===== src/design/towm_pkg.sv =====
// ----------------------------------------------------------------------------
// towm_pkg
// Shared types, constants and the quarter-wave sine function of the omni mixer.
// ----------------------------------------------------------------------------
package towm_pkg;

  localparam int SPEED_BITS = 8;
  localparam int TRIG_FRAC_BITS = 15;
  localparam int TRIG_W = TRIG_FRAC_BITS + 2;  // signed sine/cosine
  localparam int WV_W = TRIG_FRAC_BITS + 3;    // signed doubled wheel velocity
  localparam int MAG_W = TRIG_FRAC_BITS + 2;   // magnitude of a wheel velocity
  localparam int QUOT_W = SPEED_BITS;
  localparam logic [30:0] SQRT3_Q30 = 31'h6ED9EBA1;
  localparam logic [31:0] PI_Q30 = 32'hC90FDAA2;

  typedef enum logic [1:0] {
    OP_MOVE   = 2'd0,
    OP_ROTATE = 2'd1,
    OP_STOP   = 2'd2,
    OP_NONE   = 2'd3
  } opcode_t;

  // Classified command handed from the front to the back end
  typedef struct packed {
    logic                    is_move;
    logic                    is_rotate;
    logic                    rotate_forward;
    logic [SPEED_BITS-1:0]   speed;
    logic signed [TRIG_W-1:0] sin_v;
    logic signed [TRIG_W-1:0] cos_v;
  } cmd_t;

  // Quarter sine in Q(TRIG_FRAC_BITS), evaluated at elaboration as a constant table
  function automatic logic [TRIG_FRAC_BITS:0] quarter_sine(input logic [6:0] k);
    logic [63:0] x;
    logic [63:0] x2;
    logic [63:0] t;
    logic [63:0] s30;
    x = (64'(k) * 64'(PI_Q30) + 64'd90) / 64'd180;
    x2 = (x * x) >> 30;
    t = 64'd1 << 30;
    t = (64'd1 << 30) - (((x2 * t) >> 30) / 64'd156);
    t = (64'd1 << 30) - (((x2 * t) >> 30) / 64'd110);
    t = (64'd1 << 30) - (((x2 * t) >> 30) / 64'd72);
    t = (64'd1 << 30) - (((x2 * t) >> 30) / 64'd42);
    t = (64'd1 << 30) - (((x2 * t) >> 30) / 64'd20);
    t = (64'd1 << 30) - (((x2 * t) >> 30) / 64'd6);
    s30 = (x * t) >> 30;
    s30 = (s30 + (64'd1 << (29 - TRIG_FRAC_BITS))) >> (30 - TRIG_FRAC_BITS);
    return s30[TRIG_FRAC_BITS:0];
  endfunction

endpackage


===== src/design/towm_front.sv =====
// ----------------------------------------------------------------------------
// towm_front
// Accept commands, reduce the heading to a quadrant and look up sin and cos.
// ----------------------------------------------------------------------------
module towm_front (
  input  logic                          clk,
  input  logic                          rst,
  input  logic                          valid,
  output logic                          stall,
  input  logic [1:0]                    opcode,
  input  logic [8:0]                    heading_deg,
  input  logic [7:0]                    speed,
  input  logic                          rotate_forward,
  output logic                          cmd_valid,
  input  logic                          cmd_stall,
  output towm_pkg::cmd_t                cmd
);

  logic [towm_pkg::TRIG_FRAC_BITS:0] qtab [91];
  for (genvar g = 0; g < 91; g++) begin : g_tab
    assign qtab[g] = towm_pkg::quarter_sine(7'(g));
  end

  function automatic logic signed [towm_pkg::TRIG_W-1:0] sine_of(
      input logic [8:0] a, input logic [towm_pkg::TRIG_FRAC_BITS:0] tab [91]);
    logic [8:0] k;
    logic neg;
    k = a;
    neg = 1'b0;
    if (a <= 9'd90) begin
      k = a;
    end else if (a <= 9'd180) begin
      k = 9'd180 - a;
    end else if (a <= 9'd270) begin
      k = a - 9'd180; neg = 1'b1;
    end else begin
      k = 9'd360 - a; neg = 1'b1;
    end
    return neg ? -$signed({1'b0, tab[k[6:0]]}) : $signed({1'b0, tab[k[6:0]]});
  endfunction

  logic [8:0] hdg;
  logic [8:0] hdg_c;
  towm_pkg::cmd_t cmd_next;

  always_comb begin
    hdg = (heading_deg >= 9'd360) ? heading_deg - 9'd360 : heading_deg;
    hdg_c = (hdg >= 9'd270) ? hdg - 9'd270 : hdg + 9'd90;
    cmd_next.is_move = (opcode == towm_pkg::OP_MOVE);
    cmd_next.is_rotate = (opcode == towm_pkg::OP_ROTATE);
    cmd_next.rotate_forward = rotate_forward;
    cmd_next.speed = speed[towm_pkg::SPEED_BITS-1:0];
    cmd_next.sin_v = sine_of(hdg, qtab);
    cmd_next.cos_v = sine_of(hdg_c, qtab);
  end

  assign stall = cmd_valid && cmd_stall;

  always_ff @(posedge clk) begin
    if (rst) begin
      cmd_valid <= 1'b0;
    end else if (!stall) begin
      cmd_valid <= valid;
    end
  end

  always_ff @(posedge clk) begin
    if (!stall && valid) begin
      cmd <= cmd_next;
    end
  end

endmodule


===== src/design/towm_queue.sv =====
// ----------------------------------------------------------------------------
// towm_queue
// Two-entry queue that decouples the front end from the back end.
// ----------------------------------------------------------------------------
module towm_queue (
  input  logic           clk,
  input  logic           rst,
  input  logic           in_valid,
  output logic           in_stall,
  input  towm_pkg::cmd_t in_cmd,
  output logic           out_valid,
  input  logic           out_stall,
  output towm_pkg::cmd_t out_cmd
);

  towm_pkg::cmd_t slot [2];
  logic wr_ptr;
  logic rd_ptr;
  logic [1:0] count;
  logic push;
  logic pop;

  assign in_stall = (count == 2'd2);
  assign out_valid = (count != 2'd0);
  assign out_cmd = slot[rd_ptr];
  assign push = in_valid && !in_stall;
  assign pop = out_valid && !out_stall;

  always_ff @(posedge clk) begin
    if (rst) begin
      wr_ptr <= 1'b0;
      rd_ptr <= 1'b0;
      count <= 2'd0;
    end else begin
      if (push) wr_ptr <= ~wr_ptr;
      if (pop) rd_ptr <= ~rd_ptr;
      count <= count + 2'(push) - 2'(pop);
    end
  end

  always_ff @(posedge clk) begin
    if (push) begin
      slot[wr_ptr] <= in_cmd;
    end
  end

endmodule


===== src/design/towm_back.sv =====
// ----------------------------------------------------------------------------
// towm_back
// Form wheel velocities, find the peak and scale each wheel by speed/peak.
// Stage 1: sqrt3*cos. Stage 2: wheel terms and peak. Stage 3: speed*|w|.
// Stages 4..11: restoring division, one quotient bit per stage.
// ----------------------------------------------------------------------------
module towm_back (
  input  logic                              clk,
  input  logic                              rst,
  input  logic                              cmd_valid,
  output logic                              cmd_stall,
  input  towm_pkg::cmd_t                    cmd,
  output logic                              valid,
  input  logic                              stall,
  output logic                              wheel1_forward,
  output logic [7:0]                        wheel1_duty,
  output logic                              wheel2_forward,
  output logic [7:0]                        wheel2_duty,
  output logic                              wheel3_forward,
  output logic [7:0]                        wheel3_duty
);

  localparam int F = towm_pkg::TRIG_FRAC_BITS;
  localparam int SB = towm_pkg::SPEED_BITS;
  localparam int MW = towm_pkg::MAG_W;
  localparam int PW = MW + SB;
  localparam int NS = 2 + SB;

  typedef struct packed {
    logic          is_move;
    logic          is_rotate;
    logic          rotate_forward;
    logic [SB-1:0] speed;
    logic [2:0]    fwd;
    logic [MW-1:0] peak;
    logic [PW-1:0] rem1, rem2, rem3;
    logic [SB-1:0] q1, q2, q3;
  } stage_t;

  typedef struct packed {
    logic          is_move;
    logic          is_rotate;
    logic          rotate_forward;
    logic [SB-1:0] speed;
    logic          cos_neg;
    logic [F:0]    pm;
    logic signed [towm_pkg::TRIG_W-1:0] sin_v;
  } s1_t;

  typedef struct packed {
    logic          is_move;
    logic          is_rotate;
    logic          rotate_forward;
    logic [SB-1:0] speed;
    logic [2:0]    fwd;
    logic [MW-1:0] m1, m2, m3, peak;
  } s2_t;

  logic [NS:0] vld;
  logic adv;
  assign adv = !(vld[NS] && stall);
  assign cmd_stall = !adv;
  assign valid = vld[NS];

  always_ff @(posedge clk) begin
    if (rst) begin
      vld <= '0;
    end else if (adv) begin
      vld <= {vld[NS-1:0], cmd_valid};
    end
  end

  // Stage 1: magnitude of sqrt3*cos, rounded half up
  s1_t s1;
  logic [F:0] cmag;
  logic [F+31:0] prod;
  always_comb begin
    cmag = cmd.cos_v[F+1] ? (F+1)'(0) - cmd.cos_v[F:0] : cmd.cos_v[F:0];
    prod = (F+32)'(cmag) * (F+32)'(towm_pkg::SQRT3_Q30) + ((F+32)'(1) << 29);
  end
  always_ff @(posedge clk) begin
    if (adv) begin
      s1.is_move <= cmd.is_move;
      s1.is_rotate <= cmd.is_rotate;
      s1.rotate_forward <= cmd.rotate_forward;
      s1.speed <= cmd.speed;
      s1.cos_neg <= cmd.cos_v[F+1];
      s1.pm <= prod[F+30:30];
      s1.sin_v <= cmd.sin_v;
    end
  end

  // Stage 2: doubled wheel velocities and their peak magnitude
  s2_t s2;
  logic signed [towm_pkg::WV_W-1:0] p, sv, w1, w2, w3;
  logic [MW-1:0] a1, a2, a3, pk;
  always_comb begin
    p = s1.cos_neg ? -$signed({2'b00, s1.pm}) : $signed({2'b00, s1.pm});
    sv = towm_pkg::WV_W'(s1.sin_v);
    w1 = -(p + sv);
    w2 = p - sv;
    w3 = sv <<< 1;
    a1 = MW'(w1[towm_pkg::WV_W-1] ? -w1 : w1);
    a2 = MW'(w2[towm_pkg::WV_W-1] ? -w2 : w2);
    a3 = MW'(w3[towm_pkg::WV_W-1] ? -w3 : w3);
    pk = (a1 > a2) ? a1 : a2;
    pk = (a3 > pk) ? a3 : pk;
  end
  always_ff @(posedge clk) begin
    if (adv) begin
      s2.is_move <= s1.is_move;
      s2.is_rotate <= s1.is_rotate;
      s2.rotate_forward <= s1.rotate_forward;
      s2.speed <= s1.speed;
      s2.fwd <= {~w3[towm_pkg::WV_W-1], ~w2[towm_pkg::WV_W-1], ~w1[towm_pkg::WV_W-1]};
      s2.m1 <= a1;
      s2.m2 <= a2;
      s2.m3 <= a3;
      s2.peak <= pk;
    end
  end

  // Stage 3 onward: dividend speed*|w|, then one quotient bit per stage
  stage_t st [SB+1];
  always_ff @(posedge clk) begin
    if (adv) begin
      st[0].is_move <= s2.is_move;
      st[0].is_rotate <= s2.is_rotate;
      st[0].rotate_forward <= s2.rotate_forward;
      st[0].speed <= s2.speed;
      st[0].fwd <= s2.fwd;
      st[0].peak <= s2.peak;
      st[0].rem1 <= PW'(s2.speed) * PW'(s2.m1);
      st[0].rem2 <= PW'(s2.speed) * PW'(s2.m2);
      st[0].rem3 <= PW'(s2.speed) * PW'(s2.m3);
      st[0].q1 <= '0;
      st[0].q2 <= '0;
      st[0].q3 <= '0;
    end
  end

  for (genvar i = 0; i < SB; i++) begin : g_div
    localparam int B = SB - 1 - i;
    logic [PW+SB-1:0] dsh;
    logic t1, t2, t3;
    stage_t nx;
    always_comb begin
      dsh = (PW+SB)'(st[i].peak) << B;
      t1 = ((PW+SB)'(st[i].rem1) >= dsh) && (st[i].peak != '0);
      t2 = ((PW+SB)'(st[i].rem2) >= dsh) && (st[i].peak != '0);
      t3 = ((PW+SB)'(st[i].rem3) >= dsh) && (st[i].peak != '0);
      nx = st[i];
      if (t1) begin
        nx.rem1 = st[i].rem1 - PW'(dsh);
        nx.q1[B] = 1'b1;
      end
      if (t2) begin
        nx.rem2 = st[i].rem2 - PW'(dsh);
        nx.q2[B] = 1'b1;
      end
      if (t3) begin
        nx.rem3 = st[i].rem3 - PW'(dsh);
        nx.q3[B] = 1'b1;
      end
    end
    always_ff @(posedge clk) begin
      if (adv) begin
        st[i+1] <= nx;
      end
    end
  end

  stage_t f;
  assign f = st[SB];
  always_comb begin
    if (f.is_rotate) begin
      wheel1_forward = f.rotate_forward;
      wheel2_forward = f.rotate_forward;
      wheel3_forward = f.rotate_forward;
      wheel1_duty = 8'(f.speed);
      wheel2_duty = 8'(f.speed);
      wheel3_duty = 8'(f.speed);
    end else if (f.is_move) begin
      wheel1_forward = f.fwd[0];
      wheel2_forward = f.fwd[1];
      wheel3_forward = f.fwd[2];
      wheel1_duty = 8'(f.q1);
      wheel2_duty = 8'(f.q2);
      wheel3_duty = 8'(f.q3);
    end else begin
      wheel1_forward = 1'b0;
      wheel2_forward = 1'b0;
      wheel3_forward = 1'b0;
      wheel1_duty = '0;
      wheel2_duty = '0;
      wheel3_duty = '0;
    end
  end

endmodule


===== src/design/three_wheel_omni_drive_mixer.sv =====
// Three-wheel omni drive mixer. One command in gives one wheel-drive result
// out, in order. The block takes a command every cycle unless in_stall is
// high; each result passes the front end, the command queue and the back end,
// whose 8-stage restoring divider scales each wheel by speed over the peak
// wheel velocity. A two-entry queue separates command classification and the
// sine/cosine lookup from the scaling pipeline.
// ----------------------------------------------------------------------------
// three_wheel_omni_drive_mixer
// Top level: front end, command queue and scaling back end.
// ----------------------------------------------------------------------------
module three_wheel_omni_drive_mixer (
  input  logic       clk,
  input  logic       rst,
  input  logic       in_valid,
  output logic       in_stall,
  input  logic [1:0] opcode,
  input  logic [8:0] heading_deg,
  input  logic [7:0] speed,
  input  logic       rotate_forward,
  output logic       out_valid,
  input  logic       out_stall,
  output logic       wheel1_forward,
  output logic [7:0] wheel1_duty,
  output logic       wheel2_forward,
  output logic [7:0] wheel2_duty,
  output logic       wheel3_forward,
  output logic [7:0] wheel3_duty
);

  logic f_valid, f_stall, q_valid, q_stall;
  towm_pkg::cmd_t f_cmd, q_cmd;

  towm_front u_front (
    .clk(clk), .rst(rst), .valid(in_valid), .stall(in_stall),
    .opcode(opcode), .heading_deg(heading_deg), .speed(speed),
    .rotate_forward(rotate_forward),
    .cmd_valid(f_valid), .cmd_stall(f_stall), .cmd(f_cmd)
  );

  towm_queue u_queue (
    .clk(clk), .rst(rst), .in_valid(f_valid), .in_stall(f_stall), .in_cmd(f_cmd),
    .out_valid(q_valid), .out_stall(q_stall), .out_cmd(q_cmd)
  );

  towm_back u_back (
    .clk(clk), .rst(rst), .cmd_valid(q_valid), .cmd_stall(q_stall), .cmd(q_cmd),
    .valid(out_valid), .stall(out_stall),
    .wheel1_forward(wheel1_forward), .wheel1_duty(wheel1_duty),
    .wheel2_forward(wheel2_forward), .wheel2_duty(wheel2_duty),
    .wheel3_forward(wheel3_forward), .wheel3_duty(wheel3_duty)
  );

endmodule


===== config.mk =====
export PLATFORM = sky130hd
export DESIGN_NAME = three_wheel_omni_drive_mixer
export DESIGN_NICKNAME = d
export VERILOG_FILES = /design/src/design/towm_pkg.sv /design/src/design/towm_front.sv /design/src/design/towm_queue.sv /design/src/design/towm_back.sv /design/src/design/three_wheel_omni_drive_mixer.sv
export SDC_FILE = /design/constraint.sdc
export NUM_CORES = 2
export LEC_CHECK = 0
export BUFFER_PORTS_ARGS = -buffer_cell sky130_fd_sc_hd__buf_2
export CORE_MARGIN = 2
export CORE_UTILIZATION = 71
export DETAILED_ROUTE_END_ITERATION = 8
export GPL_TIMING_DRIVEN = 0
export HOLD_SLACK_MARGIN = 0.08
export PLACE_DENSITY = 0.88
export SLEW_MARGIN = 20
export SYNTH_ARGS = -nofsm -noshare
export SYNTH_HDL_FRONTEND = slang
export SYNTH_HIERARCHICAL = 1
export SYNTH_SLANG_ARGS = --single-unit

===== constraint.sdc =====
create_clock -name clk -period 67 [get_ports clk]
set_input_delay 13.4 -clock clk [delete_from_list [all_inputs] [get_ports clk]]
set_output_delay 13.4 -clock clk [all_outputs]
set_load 0.01 [all_outputs]

==> out/metrics.cfg <==
[setup_path]
r2r_slack_ns=56.73
worstPathMaxFanout=18
cp_slowest_cell=clkbuf_1
worstSetupPathType=in -> reg
start_kind=input port
slowest_delay_ns=0.87
reg2regPathDepth=42
rr_endpoint=u_back/s2[3]
worstPathRequired_ns=67.54
cp.arrival_ns=20.82
cp_cell_sequence=buf_2, inv_1, clkbuf_1, ha_1, a21oi_1, a41oi_1, o211ai_2, inv_1, o21ai_0, nand2_1, clkbuf_1, ha_1, clkbuf_1, nand2_1, a311oi_1, a31oi_1, o221a_2, nor4bb_1, nand2_1, nor3_1, nor3b_2, a21oi_1, xnor2_1
reg2reg_from=u_back/s1[20]
crit_path_end_kind=register

[logic_synthesis]
syn_inst=8493
synth_top_cell_by_area=edfxtp_1
syn_area_um2=91700
ys_seq_area_share_pct=40.1
yosys_warnings=6
synth_common_cells=edfxtp_1, inv_1, ha_1, nand2_1, fa_1
async_flop_share_pct=0
synth_edf_count=1214
yosys-top-cells-area=edfxtp_1, ha_1, fa_1
synth_seq_cells=1231
postSynthAreaPerCell_um2=10.8
syn_nets=9823
yosys_most_used_dff=edfxtp_1
synth_top_area_share_pct=39.8
post-synth-top-count-cell=edfxtp_1
yosysUniqueCellTypes=119

[run_status]
status=finished clean

[final_layout]
synthToLayoutAreaGrowth_pct=8.27
drive_above_1_share_pct=7.32
fin_nets=10000
fin_cells=10500

[placed_design]
place_inst=10200
io_buffers=50
dp_hpwl_um=204000
post-place-ws_ns=46.18
routabilityCongestion=0.989

[worst_hold_path]
hp-start=u_back/st[0][770]
holdPathEnd=u_back/st[0][900]
whs_path_depth=0
hp-class=reg -> reg

[grt]
grt.total_usage_pct=40.7
grt_pass1_vias=70000
grt-ovfl-total=0
antenna_found_initial=25
grt_pass1_wl_um=406000
grt_max_degree=64

[timing]
finalClockSkew_ns=0.0674
slew_violations=0
setup_viol=0
whs_ns=0.409
period_needed_ns=20.29
worst_pin_slew_ns=1.22
fmax_ghz=0.0493
finalHoldViolCount=0
fin_tns_setup_ns=0
fin_ws_ns=46.71
fin_crit_sh_pct=30.3
slew_headroom_pct=16.5
grt_setup_unrepaired=no

[clock_tree]
cts_hold_buf=0
numCtsBuffers=131
cts-resized-gates=0
root_buffer=clkbuf_16
htreeDepth=4
clk_latency_ns=0.82
clk_pin_slew_ns=0.06
clock_path_buffers=3
cts_tree=done
clock-sinks=1231
cts_setup_buffers=0

[floorplan]
pin_count=53
fp.dieW_um=363
dieArea_um2=132000
start_util_pct=71.7
die_h_um=363
coreArea_um2=128000
rows=131

[drt]
vias=71100
wl_per_cell_um=25.8
wl_um=270000
viasPerCell=6.78
drc=0
ant_nets=0
first_iter_violations=9543
drt_pre_antenna_iters=9

[run]
maxCapViolations=0

area by class of cell:
| class | count | area, um^2 |
|---|---|---|
| tap | 1662 | 2080 |
| clock buffer | 150 | 3350 |
| buffer | 217 | 928 |
| sequential | 1231 | 36800 |
| fill | 7995 | 28600 |
| timing repair buffer | 80 | 901 |
| clock inverter | 90 | 1120 |
| antenna | 7 | 17.5 |
| inverter | 914 | 3430 |
| multi-input combinational | 6131 | 50600 |
worst max-delay path by stage:
stage | startpoint | to | slack (ns) | cells past startpoint
floorplan | out_stall | u_back/s1[0] | 22.41 | 2
detailed placement | heading_deg[0] | u_front/cmd[31] | 46.18 | 22
global route | heading_deg[0] | u_front/cmd[31] | 46.39 | 22
finish | heading_deg[0] | u_front/cmd[31] | 46.71 | 23
CTS | heading_deg[0] | u_front/cmd[31] | 47.04 | 22
global placement | out_stall | u_back/st[0][1014] | 13.27 | 3
metal layers:
layer | vias to the layer above | wire, um | GRT usage (%)
met4 | 36 | 14700 | 19.0
met2 | 4694 | 121000 | 63.0
met5 | - | 260 | 0
li1 | 30900 | - | -
met1 | 34300 | 100000 | 53.1
met3 | 1130 | 33600 | 11.8
cell families after synthesis:
logic type,synth area share [%]
buf+inv,4.75
simple gates,12.0
compound gates,13.1
fa+ha+maj,21.8
flops,40.1
xor+xnor,5.14
mux,2.99
placed cells by master, fill, tap and decap left out, drive strengths merged, types with 48 or more instances in the layout:
master and n:
or3 56, o21ai 471, and2 202, a21o 181, ha 820, nand3 111
and3 50, mux2 192, inv 919, xor2 208, a21boi 56, o211ai 48
fa 486, o31ai 72, o21a 92, nor2b 104, nor4 93, buf 131
nor2 414, nand2b 83, nand2 746, clkinv 64, a211oi 72, a21oi 421
xnor2 329, nor3 147, edfxtp 1214, clkbuf 315, nand4 83, a31oi 56
sequential cells by signal (all words and copies together), names as in the netlist, named ones only:
name,flops
u_back/st,954
u_queue/slot,90
u_back/s2,80
u_back/s1,45
u_front/cmd,45
u_back/vld,11
u_queue/count,2
u_front/cmd_valid,1
u_queue/rd_ptr,1
u_queue/wr_ptr,1
critical path: cells and delay by family:
kind | cells | cell delay (ns)
buffers and inverters | 6 | 2.86
AND/OR/NAND/NOR | 6 | 1.87
adder cells (fa/ha/maj) | 2 | 0.77
XOR/XNOR | 1 | 0.18
AO/OA/AOI/OAI | 8 | 1.72
through the flow:
| stage | area, um^2 | util, % |
|---|---|---|
| after CTS | 99200 | 77.6 |
| after global placement | 94000 | 73.5 |
| after global routing | 99200 | 77.6 |
| final | 99200 | 77.6 |
| after floorplan | 91700 | - |
| after detailed placement | 94700 | 74.1 |
Power is not shown: default switching activity piles up to over one toggle a cycle in this logic, so the estimate is an artifact.
